## src/hdl/fsrs_ram.sv

```systemverilog
// generic single port ram with registered read
module fsrs_ram #(
    parameter int WIDTH = 8,
    parameter int DEPTH = 16
) (
    input  logic                     i_clk,
    input  logic                     i_we,
    input  logic [$clog2(DEPTH)-1:0] i_addr,
    input  logic [WIDTH-1:0]         i_wdata,
    output logic [WIDTH-1:0]         o_rdata
);
    logic [WIDTH-1:0] r_mem [DEPTH];
    logic [WIDTH-1:0] r_rdata;

    always_ff @(posedge i_clk) begin
        if (i_we) begin
            r_mem[i_addr] <= i_wdata;
        end
        r_rdata <= r_mem[i_addr];
    end

    assign o_rdata = r_rdata;
endmodule

```

## config.mk

```make
export PLATFORM = sky130hd
export DESIGN_NAME = fsrs_ram
export DESIGN_NICKNAME = d
export VERILOG_FILES = /design/src/hdl/fsrs_ram.sv
export SDC_FILE = /design/constraint.sdc
export NUM_CORES = 1
export LEC_CHECK = 0
export BUFFER_PORTS_ARGS = -buffer_cell sky130_fd_sc_hd__buf_4
export CORE_MARGIN = 1
export CORE_UTILIZATION = 40
export CTS_CLUSTER_DIAMETER = 150
export DETAILED_ROUTE_END_ITERATION = 8
export HOLD_SLACK_MARGIN = 0.12
export MAX_ROUTING_LAYER = met4
export SLEW_MARGIN = 20
export SYNTH_ARGS = -nofsm -noshare
export SYNTH_HDL_FRONTEND = slang
export SYNTH_SLANG_ARGS = --single-unit
```

## constraint.sdc

```tcl
create_clock -name i_clk -period 3.8 [get_ports i_clk]
set_clock_uncertainty 0.15 [all_clocks]
set_input_delay 0.38 -clock i_clk [delete_from_list [all_inputs] [get_ports i_clk]]
set_output_delay 0.38 -clock i_clk [all_outputs]
set_load 0.02 [all_outputs]
```

==> results.json, run 1 <==
{
  "cts_hold_buf": 0,
  "powerDensity_nw_per_um2": 569,
  "seqPwrFrac": 0.496,
  "num_rows": 40,
  "hpwlAfterDp_mm": 5.76,
  "stdcell_area_sq_um": 5970,
  "clk_latency_ns": 0.41,
  "area_growth_pct": 17.8,
  "cp.arrival_ns": 1.83,
  "cts_tree": "built",
  "max-vdd-ir-drop_v": 0.000319,
  "p_comb_frac": 0.050,
  "syn_area_sq_um": 5070,
  "power_switching_uw": 696,
  "crit_start": "i_addr[0]",
  "setup_slack_ns": 1.85,
  "min_path_type": "in -> reg",
  "synth.distinct_cells": 18,
  "grt_pass1_vias": 2362,
  "drtAntennaViolNets": 0,
  "start_util": 0.417,
  "rr_endpoint": "o_rdata[6]",
  "cts_setup_buffers": 0,
  "multi_input_area_sq_um": 1000,
  "min_path_cells": 1,
  "synth.avg_cell_area_sq_um": 22.0,
  "synth_top_cell_by_area": "edfxtp_1",
  "register_area_sq_um": 4000,
  "syn_inst": 230,
  "min_to": "r_mem[15][0]",
  "p_leak_nw": 1.92,
  "ff2ff_setup_slack_ns": 2.28,
  "min_from": "i_wdata[0]",
  "antenna_cells": 0,
  "met3_usage": 0.0418,
  "grt-ovfl-total": 0,
  "instances_no_fill": 444,
  "cts_made_buffers": 17,
  "syn_nets": 244,
  "critPathCaptureType": "flop",
  "synthTopCellsByArea": "edfxtp_1 (76%), mux4_2 (14%), dfxtp_1 (3.2%)",
  "holdWs_ns": 0.153,
  "cp_max_fo": 39,
  "reg2reg_from": "r_mem[4][6]",
  "final_util": 0.491,
  "design.core.area_sq_um": 12200,
  "final_layout_size_suffix_gt1_frac": 0.315,
  "synth-seq-cells": 136,
  "fill_cells": 960,
  "fin_crit_ns": 1.95,
  "tightestPinTransition_ns": 0.882,
  "via_per_inst": 5.24,
  "drtIter0Drc": 301,
  "ios": 22,
  "grtUsageTotal": 0.166,
  "grtUsageMet1": 0.230,
  "worstPathCellList": "buf_4 -> nand2_1 -> nor2_1",
  "remaining_drc_errors": 0,
  "cp_slowest_cell": "nor2_1",
  "antenna_found_initial": 0,
  "wirelength_mm": 9.51,
  "clock.fmax_mhz": 514,
  "die_w_um": 115,
  "dieArea_sq_um": 13100,
  "clockBufferDepth": 2,
  "place_area_sq_um": 5410,
  "firstDrtPassIters": 5,
  "internal-power_mw": 2.70,
  "ctsRootBufferMaster": "clkbuf_16",
  "routedWlPerCell_um": 21.4,
  "fin_nets": 277,
  "h-tree-depth": 4,
  "via_count": 2328,
  "clock_sinks": 136,
  "gp_congestion": 0.716,
  "rsz0062_at_grt": "false",
  "cp-start-kind": "input port",
  "met2_usage": 0.231,
  "place_ws_ns": 1.37,
  "finalPower_mw": 3.40,
  "maxSlewHeadroom": 0.408,
  "dieHeight_um": 115,
  "synth_top_area_share": 0.759,
  "setup_tns_ns": 0,
  "finalMaxSlewViolations": 0,
  "portBuffers": 21,
  "top_usage_layer": "met2",
  "path_class": "in -> reg",
  "timing.critical_path.required_ns": 3.68,
  "grt_max_degree": 40,
  "critical_path.max_stage_delay_ns": 0.63,
  "ctsResizeCount": 0,
  "hold_viol": 0,
  "status": "finished clean",
  "power_frac_clock": 0.453,
  "synth_seq_area_share": 0.790,
  "finalCritPeriodShare": 0.512,
  "setup_viol": 0,
  "layout_commonest_cell": "edfxtp_1",
  "yosysWarnings": 0,
  "max_cap_violations": 0,
  "grt_pass1_wl_mm": 14.4,
  "final_cell_mix": "edfxtp_1 (128), mux4_2 (32), buf_4 (25)",
  "switching_share": 0.205,
  "cts.clk_slew.worst_paths_ns": 0.06,
  "dp.cells": 412,
  "rr_worst_depth": 3
}
[cells in the mapped netlist (all sizes together)]
library cell	instances
edfxtp	128
mux4	32
a22oi	16
nor2	13
nand2	9
buf	8
dfxtp	8
nor3	4
clkbuf	3
nand2b	2
nand3b	2
nor2b	2
and2	1
nand3	1
or3b	1
[worst max-delay path: cells and delay by family]
family | cells | cell delay [ns]
buffers and inverters | 1 | 0.52
and+or+nand+nor | 2 | 0.88
[power groups by stage]
stage	clock (mW)	combinational, mW	sequential, mW
final	1.54	0.171	1.69
after global routing	1.62	0.185	1.69
after CTS	1.56	0.175	1.69
after detailed placement	0	0.175	1.72
after global placement	0	0.173	1.72
after floorplan	0	0.0864	1.73
[layer usage]
layer / routed length [um] / up-vias
met1: 4450 / 1217
met4: 178 / 0
met2: 4430 / 75
met5: 0 / -
met3: 450 / 10
li1: - / 1026
[sequential cells by signal, indices dropped and copies added (netlist names)]
name     cells
r_mem      128
o_rdata      8
[cells by family (layout without fill, tap and decap cells)]
family / count (synthesis) / after routing / share of synthesized area
AOI/OAI and AO/OA: 16 / 16 / 0.0237
buffers and inverters: 11 / 57 / 0.0119
DFF: 136 / 136 / 0.790
muxes: 32 / 32 / 0.142
and+or+nand+nor: 35 / 35 / 0.0321
[final cells by class]
type | count | share of cell area
Sequential cell | 136 | 0.671
Multi-Input combinational cell | 83 | 0.168
Clock buffer | 18 | 0.0719
Tap cell | 168 | 0.0352
Timing Repair Buffer | 25 | 0.0314
Clock inverter | 14 | 0.0224
[worst max path at each step]
stage / end / slack [ns]
finish: r_mem[7][2] / 1.85
global route: r_mem[13][6] / 1.67
CTS: r_mem[7][0] / 1.79
detailed placement: r_mem[7][1] / 1.37
global placement: r_mem[7][1] / 1.39
floorplan: r_mem[0][0] / 1.78
(Power assumes the default switching activity.)
==> run 2: changes to the inputs <==
==> constraint.sdc (replaced) <==
create_clock -name i_clk -period 1.8 [get_ports i_clk]
set_clock_uncertainty 0.15 [all_clocks]
set_input_delay 0.18 -clock i_clk [delete_from_list [all_inputs] [get_ports i_clk]]
set_output_delay 0.18 -clock i_clk [all_outputs]
set_load 0.02 [all_outputs]
==> run 2 against run 1 <==
  * Sequential power grew 110%
  * Critical path depth is the same
  * Sequential share of layout area shrank 4.2 points
  * Via count grew 0.90%
  * Worst hold slack gained 0.065 ns
  * Cell count grew 7.7%
  * Critical endpoint is now o_rdata[3]
  * Largest power group is now clock
  * Highest routed layer unchanged
==> results.json, run 2 (synthesis gave the netlist of run 1 again) <==
{
  "status": "finished clean",
  "fill_cells": 945,
  "finalPower_mw": 7.66,
  "seqPwrFrac": 0.465,
  "via_per_inst": 4.91,
  "fin_nets": 311,
  "start_util": 0.417,
  "timing.critical_path.required_ns": 1.93,
  "power_frac_clock": 0.482,
  "ctsRootBufferMaster": "clkbuf_16",
  "cp_top_family": "multiplexers",
  "maxSlewHeadroom": 0.386,
  "final_cell_mix": "edfxtp_1 (128), buf_4 (48), mux4_2 (32)",
  "tightestPinTransition_ns": 0.917,
  "clock.fmax_mhz": 662,
  "setup_tns_ns": 0,
  "cp_num_buf_inv": 0,
  "power_switching_mw": 1.57,
  "path_class": "reg -> reg",
  "cp-start-kind": "flop",
  "max-vdd-ir-drop_v": 0.000674,
  "design.core.area_sq_um": 12200,
  "hpwlAfterDp_mm": 6.47,
  "worstPathCellList": "mux4_2 -> a22oi_1 -> nand2_1",
  "fin_crit_ns": 1.51,
  "num_rows": 40,
  "min_path_type": "in -> reg",
  "portBuffers": 21,
  "ios": 22,
  "rsz0062_at_grt": "false",
  "dieHeight_um": 115,
  "clock_sinks": 136,
  "die_w_um": 115,
  "cts_made_buffers": 17,
  "place_ws_ns": 0.0270,
  "antenna_found_initial": 0,
  "internal-power_mw": 6.09,
  "drtIter0Drc": 169,
  "routedWlPerCell_um": 20.1,
  "area_growth_pct": 25.6,
  "critPathCaptureType": "flop",
  "cts_setup_buffers": 0,
  "firstDrtPassIters": 4,
  "clockBufferDepth": 2,
  "top_register": "r_mem",
  "grt_pass1_vias": 2475,
  "clk_latency_ns": 0.41,
  "remaining_drc_errors": 0,
  "grt-ovfl-total": 0,
  "largest_reg_flops": 128,
  "finalCritPeriodShare": 0.839,
  "switching_share": 0.205,
  "setup_slack_ns": 0.289,
  "final_layout_size_suffix_gt1_frac": 0.377,
  "setup_viol": 0,
  "cts_tree": "built",
  "p_comb_frac": 0.053,
  "antenna_cells": 0,
  "critical_path.max_stage_delay_ns": 0.48,
  "layout_commonest_cell": "edfxtp_1",
  "gp_congestion": 0.712,
  "finalMaxSlewViolations": 0,
  "cp_slowest_cell": "mux4_2",
  "max_cap_violations": 0,
  "p_leak_nw": 2.15,
  "via_count": 2349,
  "cp_max_fo": 1,
  "cp.arrival_ns": 1.64,
  "h-tree-depth": 4,
  "hold_viol": 0,
  "wirelength_mm": 9.61,
  "cts.clk_slew.worst_paths_ns": 0.06,
  "grtUsageTotal": 0.168,
  "grt_max_degree": 17,
  "grt_pass1_wl_mm": 14.7,
  "drtAntennaViolNets": 0,
  "powerDensity_nw_per_um2": 1200,
  "dieArea_sq_um": 13100
}
run 2: cell count changes in the layout (fill, tap and decap cells not counted), sizes merged:
cell / delta
buf: +26
clkinvlp: -4
inv: +4
bufinv: +2
dlygate4sd3: +8
clkbuf: -1
clkinv: -1
run 2: cell type report:
type | count | area (sq um) | share of cell area
repair buffers | 59 | 500 | 0.0786
clock buffers | 17 | 425 | 0.0668
well taps | 168 | 210 | 0.0330
flip-flops and latches | 136 | 4000 | 0.629
clock inverters | 15 | 218 | 0.0342
multi-input cells | 83 | 1010 | 0.158
run 2: per-stage QoR:
stage | std cells | cell area (sq um) | util | hold WS, ns
2_1_floorplan | 230 | 5070 | - | 0.129
3_3_place_gp | 438 | 5640 | 0.464 | 0.337
3_5_place_dp | 438 | 5640 | 0.464 | 0.354
4_1_cts | 478 | 6370 | 0.523 | 0.200
5_1_grt | 478 | 6370 | 0.523 | 0.236
6_report | 478 | 6370 | 0.523 | 0.218
run 2: layer usage:
layer	vias to the layer above	routed length [um]	share of wire	global-route usage
met2	45	4920	0.51	0.265
met4	0	83	0.0086	0.0623
met3	7	357	0.037	0.0402
li1	1099	-	-	-
met1	1198	4250	0.44	0.212
met5	-	0	0	-
run 2: tightest hold or removal path: stages:
cell and delay, ns:
buf_4 0.13, nor2_1 0.09, buf_4 0.17, a22oi_1 0.10, nand2_1 0.06
run 2: power groups by stage:
| stage | clock network [mW] | logic, mW | registers (mW) |
|---|---|---|---|
| 2_1_floorplan | 0 | 0.183 | 3.65 |
| 3_3_place_gp | 0 | 0.394 | 3.63 |
| 3_5_place_dp | 0 | 0.402 | 3.63 |
| 4_1_cts | 3.75 | 0.416 | 3.56 |
| 5_1_grt | 3.88 | 0.440 | 3.57 |
| 6_report | 3.69 | 0.408 | 3.56 |
run 2: timing repair:
| item | in CTS | in global routing |
|---|---|---|
| gates resized for setup | 0 | 0 |
| hold buffers | 8 | 0 |
| hold endpoints to repair | 128 | 0 |
run 2: path summary, 6_finish.rpt:
kind | slack, ns | depth (start not counted) | startpoint | end
worst max register to register | 0.29 | 3 | r_mem[3][3] | o_rdata[3]
worst max-delay path | 0.29 | 3 | r_mem[3][3] | o_rdata[3]
worst min register to register | 0.51 | 3 | r_mem[12][5] | o_rdata[5]
worst min-delay path | 0.22 | 5 | i_addr[3] | o_rdata[1]
==> run 3: changes to the inputs <==
==> constraint.sdc (replaced) <==
create_clock -name i_clk -period 1.45 [get_ports i_clk]
set_clock_uncertainty 0.15 [all_clocks]
set_input_delay 0.145 -clock i_clk [delete_from_list [all_inputs] [get_ports i_clk]]
set_output_delay 0.145 -clock i_clk [all_outputs]
set_load 0.02 [all_outputs]
==> run 3 against run 2 <==
  * Global-route usage grew 1.5 points
  * Via count grew 7.5%
  * Critical path depth is the same
  * Cell area grew 6.5%
  * Clock power grew 24%
  * Non-clock buffer count grew 9
  * First-iteration DRC count grew 76%
  * Die area is the same
  * Utilization grew 3.4 points
  * Routed wire length grew 7.3%
  * Combinational power grew 47%
  * Worst setup slack lost 0.26 ns
  * Largest power group unchanged
==> results.json, run 3 (synthesis gave the netlist of run 1 again) <==
{
  "gp_congestion": 0.737,
  "fin_nets": 320,
  "critPathCaptureType": "flop",
  "grt_pass1_wl_mm": 16.1,
  "die_w_um": 115,
  "place_area_sq_um": 6020,
  "p_leak_nw": 2.24,
  "max-vdd-ir-drop_v": 0.000802,
  "finalMaxSlewViolations": 0,
  "tightestPinTransition_ns": 0.990,
  "clock_sinks": 136,
  "design.core.area_sq_um": 12200,
  "rr_endpoint": "o_rdata[6]",
  "final_cell_mix": "edfxtp_1 (128), buf_4 (42), mux4_2 (32)",
  "status": "finished clean",
  "firstDrtPassIters": 5,
  "grt_pass1_vias": 2744,
  "worstPathCellList": "mux4_2 -> a22oi_2 -> nand2_1",
  "timing.critical_path.required_ns": 1.59,
  "via_per_inst": 5.19,
  "wirelength_mm": 10.3,
  "cts_setup_buffers": 0,
  "setup_viol": 0,
  "min_path_cells": 5,
  "cp-start-kind": "flop",
  "portBuffers": 21,
  "hpwlAfterDp_mm": 6.56,
  "clockBufferDepth": 2,
  "holdWs_ns": 0.197,
  "hold_viol": 0,
  "ctsRootBufferMaster": "clkbuf_16",
  "num_rows": 40,
  "routedWlPerCell_um": 21.2,
  "min_to": "o_rdata[5]",
  "start_util": 0.417,
  "cts_tree": "built",
  "largest_reg_flops": 128,
  "layout_commonest_cell": "edfxtp_1",
  "h-tree-depth": 4,
  "path_class": "reg -> reg",
  "via_count": 2526,
  "clock.fmax_mhz": 701,
  "maxSlewHeadroom": 0.339,
  "area_growth_pct": 33.9,
  "stdcell_area_sq_um": 6780,
  "clk_latency_ns": 0.41,
  "drtIter0Drc": 297,
  "dieArea_sq_um": 13100,
  "cp.arrival_ns": 1.57,
  "antenna_cells": 0,
  "finalPower_mw": 9.61,
  "rsz0062_at_grt": "true",
  "ios": 22,
  "min_from": "i_addr[1]",
  "grt-ovfl-total": 0,
  "fill_cells": 903,
  "critical_path.max_stage_delay_ns": 0.48,
  "grt_max_degree": 17,
  "antenna_found_initial": 0,
  "fin_crit_ns": 1.43,
  "drtAntennaViolNets": 0,
  "final_util": 0.558,
  "cp_slowest_cell": "mux4_2",
  "cp_max_fo": 1,
  "dieHeight_um": 115,
  "min_path_type": "in -> reg",
  "powerDensity_nw_per_um2": 1420,
  "rr_worst_depth": 3,
  "ff2ff_setup_slack_ns": 0.02,
  "remaining_drc_errors": 0,
  "reg2reg_from": "r_mem[10][6]",
  "top_register": "r_mem",
  "cts.clk_slew.worst_paths_ns": 0.06,
  "final_layout_size_suffix_gt1_frac": 0.470,
  "grtUsageTotal": 0.183,
  "max_cap_violations": 0,
  "finalCritPeriodShare": 0.983,
  "cts_made_buffers": 17
}
==> run 3: cell types whose count changed in the layout (fill, tap and decap cells not counted), moves of 3 or more <==
cell      change
nor2_1       -12
a22oi_1      -10
nor3_1        -3
nor2_4       +12
buf_12       +15
buf_4         -6
a22oi_2      +10
clkinv_1      +3
clkinv_4      -5
==> run 3: critical path, delay by kind of cell (launching register included) <==
family	cells	cell delay, ns
AOI/OAI and AO/OA	1	0.23
muxes	1	0.48
DFF	1	0.36
and+or+nand+nor	1	0.09
==> run 3: report_power, final <==
| part | internal, mW | switching (mW) |
|---|---|---|
| clock | 3.03 | 1.55 |
| combinational | 0.288 | 0.311 |
| sequential | 4.40 | 0.0304 |
| total | 7.71 | 1.89 |
==> run 3: worst max path at each step <==
| stage | from | to | slack (ns) | cells after the start |
|---|---|---|---|---|
| floorplan | i_addr[1] | r_mem[8][0] | 0.003 | 3 |
| global placement | i_addr[0] | o_rdata[3] | -0.37 | 5 |
| detailed placement | i_addr[0] | o_rdata[3] | -0.39 | 5 |
| CTS | r_mem[11][7] | o_rdata[7] | 0.004 | 3 |
| global route | r_mem[3][3] | o_rdata[3] | -0.04 | 3 |
| finish | r_mem[10][6] | o_rdata[6] | 0.02 | 3 |
==> run 3: area by class of cell <==
type | count | area [sq um] | share of cell area
multi-input cells | 83 | 1180 | 0.174
clock buffers | 18 | 429 | 0.0633
clock inverters | 14 | 204 | 0.0301
well taps | 168 | 210 | 0.0310
flip-flops and latches | 136 | 4000 | 0.590
repair buffers | 68 | 756 | 0.111
==> run 3: routing by layer <==
metal,track usage,vias up,part of all wire
li1,-,1118,-
met1,0.240,1330,0.45
met2,0.270,68,0.48
met3,0.0487,10,0.047
met4,0.0814,0,0.017
met5,-,-,0
==> run 3: stage by stage <==
stage                     setup TNS [ns]  worst slack [ns]  instances
after CTS                              0           0.00433        487
after floorplan                        0           0.00284        230
after global placement            -12.32            -0.369        447
final                                  0            0.0244        487
after detailed placement          -13.11            -0.389        447
after global routing             -0.0712           -0.0385        487
==> run 3: what timing repair did <==
item / CTS / global route
pin swaps: 1 / 4
hold buffers: 8 / 0
gates cloned: 0 / 0
gates resized for setup: 5 / 5
setup endpoints to repair: 5 / 8
endpoints found under the hold margin: 128 / 0
